File: config.mk
export PLATFORM = sky130hd
export DESIGN_NAME = sdrc_ctrl
export DESIGN_NICKNAME = d
export VERILOG_FILES = /design/src/sv/sdrc_pkg.sv /design/src/sv/sdrc_ctrl.sv
export SDC_FILE = /design/constraint.sdc
export NUM_CORES = 1
export LEC_CHECK = 0
export ABC_AREA = 0
export BUFFER_PORTS_ARGS = -buffer_cell sky130_fd_sc_hd__buf_2
export CAP_MARGIN = 30
export CORE_MARGIN = 1
export CORE_UTILIZATION = 38
export DETAILED_ROUTE_END_ITERATION = 12
export PLACE_DENSITY = 0.72
export SLEW_MARGIN = 30
export SYNTH_ARGS = -nofsm -noshare
export SYNTH_HDL_FRONTEND = slang
export SYNTH_SLANG_ARGS = --single-unit
export TNS_END_PERCENT = 20
File: constraint.sdc
create_clock -name clk -period 1.2 [get_ports clk]
set_input_delay 0.18 -clock clk [delete_from_list [all_inputs] [get_ports clk]]
set_output_delay 0.18 -clock clk [all_outputs]
set_load 0.02 [all_outputs]
File: src/sv/sdrc_pkg.sv
// sdrc_pkg: shared types, fixed-point constants and table builders for the compressor
// used by sdrc_ctrl and static_dynamic_range_compressor_core; depends on nothing
`default_nettype none

package sdrc_pkg;

    // defaults for the top-level parameters
    localparam int unsigned SAMPLE_BITS_DEF        = 16;
    localparam int unsigned GAIN_TABLE_ENTRIES_DEF = 256;

    // pipeline depth, input register to output register
    localparam int unsigned NUM_STAGES = 13;

    // register file
    localparam int unsigned CFG_W = 16;
    localparam logic signed [CFG_W-1:0] THRESHOLD_RESET = -16'sd5120;
    localparam logic        [CFG_W-1:0] SLOPE_RESET     = 16'd49152;

    typedef enum logic [0:0] {
        REG_THRESHOLD = 1'b0,
        REG_SLOPE     = 1'b1
    } cfg_reg_t;

    // fixed-point formats
    localparam int unsigned FRAC_W     = 30;    // normalized mantissa fraction, Q30
    localparam int unsigned LOG_W      = 17;    // log2 table entries, Q16 up to 1.0
    localparam int unsigned GAIN_W     = 31;    // exp2 table entries, Q30 up to 1.0
    localparam int unsigned DEPTH_W    = 16;    // level below full scale, dB * 256
    localparam int unsigned LEVEL_W    = 17;    // signed level and excess
    localparam int unsigned RED_W      = 16;    // reduction, dB * 256
    localparam int unsigned R_W        = 22;    // reduction in log2 units, Q16
    localparam int unsigned K_W        = 6;     // integer part of the reduction
    localparam int unsigned Q16_BITS   = 16;
    localparam int unsigned GAIN_FRAC  = 30;

    localparam int unsigned DB_CONST_W  = 19;
    localparam int unsigned LOG_CONST_W = 22;
    localparam logic [DB_CONST_W-1:0]  DB256_PER_LOG2 = 19'd394566;   // 20*log10(2)*256, Q8
    localparam logic [LOG_CONST_W-1:0] LOG2_PER_DB256 = 22'd2786635;  // log2(10)/20/256, Q32
    localparam int unsigned DEPTH_SHIFT = 24;
    localparam int unsigned R_SHIFT     = 16;

    localparam logic [63:0] ONE_Q30 = 64'd1 << 30;

    typedef struct packed {
        logic [NUM_STAGES-1:0] load;
        logic [NUM_STAGES-1:0] valid;
    } sdrc_pipe_t;

    // long division for building the tables
    function automatic logic [63:0] udiv64(input logic [63:0] num, input logic [63:0] den);
        logic [63:0] quo;
        logic [63:0] rem;
        quo = '0;
        rem = '0;
        for (int b = 63; b >= 0; b--) begin
            rem = {rem[62:0], num[b]};
            if (rem >= den) begin
                rem    = rem - den;
                quo[b] = 1'b1;
            end
        end
        return quo;
    endfunction

    function automatic logic [63:0] isqrt64(input logic [63:0] v);
        logic [63:0] acc;
        logic [63:0] res;
        logic [63:0] probe;
        acc   = v;
        res   = '0;
        probe = 64'd1 << 62;
        for (int s = 0; s < 32; s++) begin
            if (acc >= res + probe) begin
                acc = acc - (res + probe);
                res = (res >> 1) + probe;
            end
            else begin
                res = res >> 1;
            end
            probe = probe >> 2;
        end
        return res;
    endfunction

    // log2(1 + i/n) in Q16 by repeated squaring, truncated
    function automatic logic [LOG_W-1:0] log_entry(input int unsigned i, input int unsigned n);
        logic [63:0]      z;
        logic [LOG_W-1:0] y;
        y = '0;
        if (i >= n) begin
            y = LOG_W'(65536);
        end
        else begin
            z = ONE_Q30 + udiv64(64'(i) << 30, 64'(n));
            for (int b = 15; b >= 0; b--) begin
                z = (z * z) >> 30;
                if (z >= (ONE_Q30 << 1)) begin
                    z    = z >> 1;
                    y[b] = 1'b1;
                end
            end
        end
        return y;
    endfunction

    // 2^(-i/n) in Q30 as a product of 2^(-2^-b) factors
    function automatic logic [GAIN_W-1:0] exp_entry(input int unsigned i, input int unsigned n);
        logic [63:0] f;
        logic [63:0] g;
        logic [63:0] root;
        f    = udiv64(64'(i) << 16, 64'(n));
        g    = ONE_Q30;
        root = ONE_Q30 >> 1;
        for (int b = 1; b <= 16; b++) begin
            root = isqrt64(root << 30);
            if (f[16-b])
                g = (g * root) >> 30;
        end
        return GAIN_W'(g);
    endfunction

endpackage

`default_nettype wire

File: src/sv/sdrc_ctrl.sv
// sdrc_ctrl: valid bits and per-stage load enables of the compressor pipeline
// depends on sdrc_pkg
`default_nettype none

module sdrc_ctrl
    import sdrc_pkg::*;
(
    input  wire logic       clk,
    input  wire logic       rst_n,
    input  wire logic       in_valid,
    input  wire logic       out_ready,
    output sdrc_pipe_t      pipe
);

    logic [NUM_STAGES-1:0] valid_reg;
    logic [NUM_STAGES-1:0] valid_next;
    logic [NUM_STAGES-1:0] load;
    logic [NUM_STAGES-1:0] upstream;

    // a stage takes a new word when it is empty or its own word moves on
    always_comb
    begin
        load[NUM_STAGES-1] = !valid_reg[NUM_STAGES-1] || out_ready;
        for (int i = NUM_STAGES-2; i >= 0; i--)
            load[i] = !valid_reg[i] || load[i+1];
    end

    assign upstream   = {valid_reg[NUM_STAGES-2:0], in_valid};
    assign valid_next = (load & upstream) | (~load & valid_reg);

    always_ff @(posedge clk or negedge rst_n)
    begin
        if (!rst_n)
            valid_reg <= '0;
        else
            valid_reg <= valid_next;
    end

    assign pipe.load  = load;
    assign pipe.valid = valid_reg;

    // words in flight change only by accepted input and delivered output
    a_count: assert property (@(posedge clk) disable iff (!rst_n)
        rst_n |=> ($countones(valid_reg) == $countones($past(valid_reg))
                   + ($past(in_valid && load[0]) ? 1 : 0)
                   - ($past(valid_reg[NUM_STAGES-1] && out_ready) ? 1 : 0)))
        else $error("sdrc_ctrl: word count mismatch");

    // a ready receiver frees the whole chain
    a_drain: assert property (@(posedge clk) disable iff (!rst_n)
        out_ready |-> load[0])
        else $error("sdrc_ctrl: input stalled while output ready");

    // a held stage keeps its word
    a_hold: assert property (@(posedge clk) disable iff (!rst_n)
        rst_n |=> ((valid_reg & $past(valid_reg & ~load)) == $past(valid_reg & ~load)))
        else $error("sdrc_ctrl: stalled word lost");

    a_empty: assert property (@(posedge clk) disable iff (!rst_n)
        (valid_reg == '0) |-> load[0])
        else $error("sdrc_ctrl: empty pipeline refuses input");

endmodule

`default_nettype wire

# Word-level counts from Yosys, hierarchy flattened
# Cells that the tools add are included.
[word_totals] ff_bits=13 word_cells=31 inputBits=4
[classes] n_reduce_logical=26 bitwise=4
[op_table] operator="bitwise AND 13 bit" n=2
[op_table] operator="zero test 1 bit" n=13
[op_table] operator="logical OR 1 bit" n=13
[op_table] operator="inverter 13 bit" n=1
[op_table] operator="OR 13 bit" n=1

# Longest topological paths before layout
[depth] depth_word=17 ltp_mapped=4

# Worst setup path before layout
# Ideal clock, no wire load.
[synth_timing] path_kind="reg2out" from="reg with a tool-made name" to="out pipe[17] (netlist name)" slack_ps=-203 arrival_ps=1223 n_path_buf=2 path_stages_with_launch=5 cell_sequence="dfrtp_1 > and4_1 > buf_6 > buf_8 > nand4_1"
[synth_rtl] item="end, declared" line_no="sdrc_ctrl.sv:12" source="output sdrc_pipe_t pipe"

==> impl_metrics.tcl <==
set metrics [dict create \
    crit_fanout 9 \
    worstPathRequired_ns 1.02 \
    port_buffers 29 \
    final_max_slew_viol_count 0 \
    max_stage_delay_ns 0.41 \
    timing.final.crit_share_pct 126 \
    die_y_um 41.7 \
    clkLatencyLatePin_ns 0.27 \
    setup_violations 21 \
    dp_slack_ns -0.0306 \
    seqPwrFrac_pct 34.5 \
    finalSetupTns_ns -3.44 \
    viasPerCell 5.48 \
    cts_tree "done" \
    cts_made_buffers 3 \
    synthesis.area_sq_um 598 \
    vias 592 \
    syn_avg_cell_area_sq_um 12.0 \
    tightest_slew_ns 0.275 \
    cpMaxStageDelayCell "dfrtp_2" \
    drc_errors 0 \
    clkSinkCount 13 \
    ys_types 18 \
    utilization_pct 72.2 \
    nFillCells 107 \
    syn_nets 54 \
    synthMuxAreaShare_pct 0 \
    place_congestion 0.828 \
    critical_path_class "reg2out" \
    synth_xor_area_share_pct 0 \
    finalNetCount 98 \
    pwr-share-comb_pct 49.1 \
    syn2layout_area_growth_pct 66.9 \
    clk_pin_slew_ns 0.08 \
    num_rows 13 \
    synth_top_area_share_pct 54.4 \
    clock_path_buffers 2 \
    final_antenna_net_count 0 \
    fin_crit_ns 1.51 \
    crit_chain "and4b_2 > buf_12 > nand4_1 > buf_4" \
    finalHoldViolCount 0 \
    first_global_vias 572 \
    grt_use_total_pct 18.7 \
    startpoint_type "flop" \
    whs_path_depth 2 \
    grt.overflow.total 0 \
    synth-adder-area-share_pct 0 \
    p_clk_share_pct 16.4 \
    finClkSkew_ns 0.00787 \
    p_leak_nw 0.468 \
    num_antenna_cells 0 \
    die_area_sq_um 1740 \
    fmax_mhz 661 \
    fin_ws_ns -0.313 \
    ys_seq_area_share_pct 54.4 \
    synth_compound_area_share_pct 15.3 \
    cp-end-kind "output pin" \
    worstPathArrival_ns 1.33 \
    max_cap_viol_count 0 \
    drt_first_iter_violations 4 \
    yosysWarnings 0 \
    mostFrequentLayoutCells "14 x buf_2, 14 x buf_6, 14 x buf_4" \
    ys_ff_latch 13 \
    reg2reg_depth 4 \
    slew_headroom_pct 81.7 \
    wl_per_cell_um 14.2 \
    failed_checks "setup timing" \
    core_area_sq_um 1380 \
    grt_max_degree 14 \
    drive_above_1_share_pct 63.4 \
    boundaryPins 30 \
    status "complete, but fails checks" \
    synth_top_family_by_area "simple AND/OR/NAND/NOR gates" \
    rsz0062_at_grt "true" \
    min_path_type "in2reg" \
    p_sw_mw 0.574 \
    synth_area_leaders "dfrtp_1 54%, a41o_1 8.4%, and4_1 5.9%" \
    p_int_mw 1.01 \
    dr.pass1.iters 4 \
    netlist_instances 50 \
    ir_worst_vdd_v 0.00119 \
    wl_um 1540 \
    synth_largest_area_cell "dfrtp_1" \
    synth-simple-area-share_pct 23.0 \
    htreeDepth 1 \
    root_buffer "clkbuf_4" \
    die_w_um 41.7 \
    pwr_density_cell_nw_per_um2 1590 \
    grt_antenna_before_repair 0 \
    grt_pass1_wl_um 2500 \
    p_sw_share_pct 36.2 \
    dp_hpwl_um 1030 \
    start_util_pct 43.3 \
]
layout make-up:
cell class | instances | area, sq um | share of cell area (%)
Clock buffer | 4 | 26.3 | 2.63
Inverter | 1 | 3.75 | 0.376
Multi-Input combinational cell | 31 | 255 | 25.6
Sequential cell | 13 | 332 | 33.2
Tap cell | 15 | 18.8 | 1.88
Timing Repair Buffer | 44 | 363 | 36.3
kinds of logic (layout without fill, tap and decap cells):
logic type,count (synthesis),after routing
AND/OR/NAND/NOR,21,21
flip-flops,13,13
AO/OA/AOI/OAI,10,10
buffers and inverters,6,49
Yosys cell counts, drive strengths merged:
cell type,instances
a21o,2
inv,1
and2,1
and4b,1
nand2,2
a31o,3
nand3,3
buf,4
nand4,5
nand3b,1
dfrtp,13
clkbuf,1
and4,4
nand2b,4
a41o,5
routing by layer:
| metal | up-vias | global-route usage (%) | share of wire, % |
|---|---|---|---|
| met4 | 0 | 12.9 | 0.91 |
| li1 | 280 | - | - |
| met2 | 20 | 29.1 | 53 |
| met3 | 2 | 2.61 | 3.3 |
| met1 | 290 | 23.9 | 43 |
| met5 | - | 0 | 0 |
critical path: cells and delay by family (launching register included):
kind                   cells  cell delay [ns]
buffers and inverters      2             0.29
flip-flops                 1             0.41
AND/OR/NAND/NOR            2             0.37
per-stage QoR:
| step | hold slack (ns) | std cells | power [mW] | area (sq um) |
|---|---|---|---|---|
| after floorplan | -0.116 | 50 | 0.912 | 606 |
| after global placement | 0.0749 | 100 | 1.13 | 823 |
| after detailed placement | 0.0790 | 100 | 1.14 | 823 |
| after CTS | 0.109 | 107 | 1.51 | 955 |
| after global routing | 0.104 | 108 | 1.67 | 998 |
| final | 0.114 | 108 | 1.58 | 998 |
final timing paths:
check,from,to,slack [ns]
worst max-delay path,flop,pipe[17],-0.31
worst min-delay path,in_valid,flop,0.11
worst max register to register,flop,flop,-0.09
worst min register to register,flop,flop,0.49
max in group asynchronous,rst_n,asynchronous set/reset pin,0.65
min in group asynchronous,rst_n,asynchronous set/reset pin,0.31
power groups by stage:
stage | clock [mW] | sequential [mW] | combinational, mW
global route | 0.289 | 0.555 | 0.830
floorplan | 0 | 0.648 | 0.264
CTS | 0.268 | 0.541 | 0.699
detailed placement | 0 | 0.548 | 0.595
global placement | 0 | 0.546 | 0.585
finish | 0.260 | 0.546 | 0.779
repair_timing:
item	in CTS	in global routing
resized for setup	26	11
pin swaps	7	4
setup buffers	2	1
cloned	0	0
endpoints found under the hold margin	13	0
endpoints found under the setup margin	16	25
hold buffers	1	0
Power figures use the tool's default switching activity.
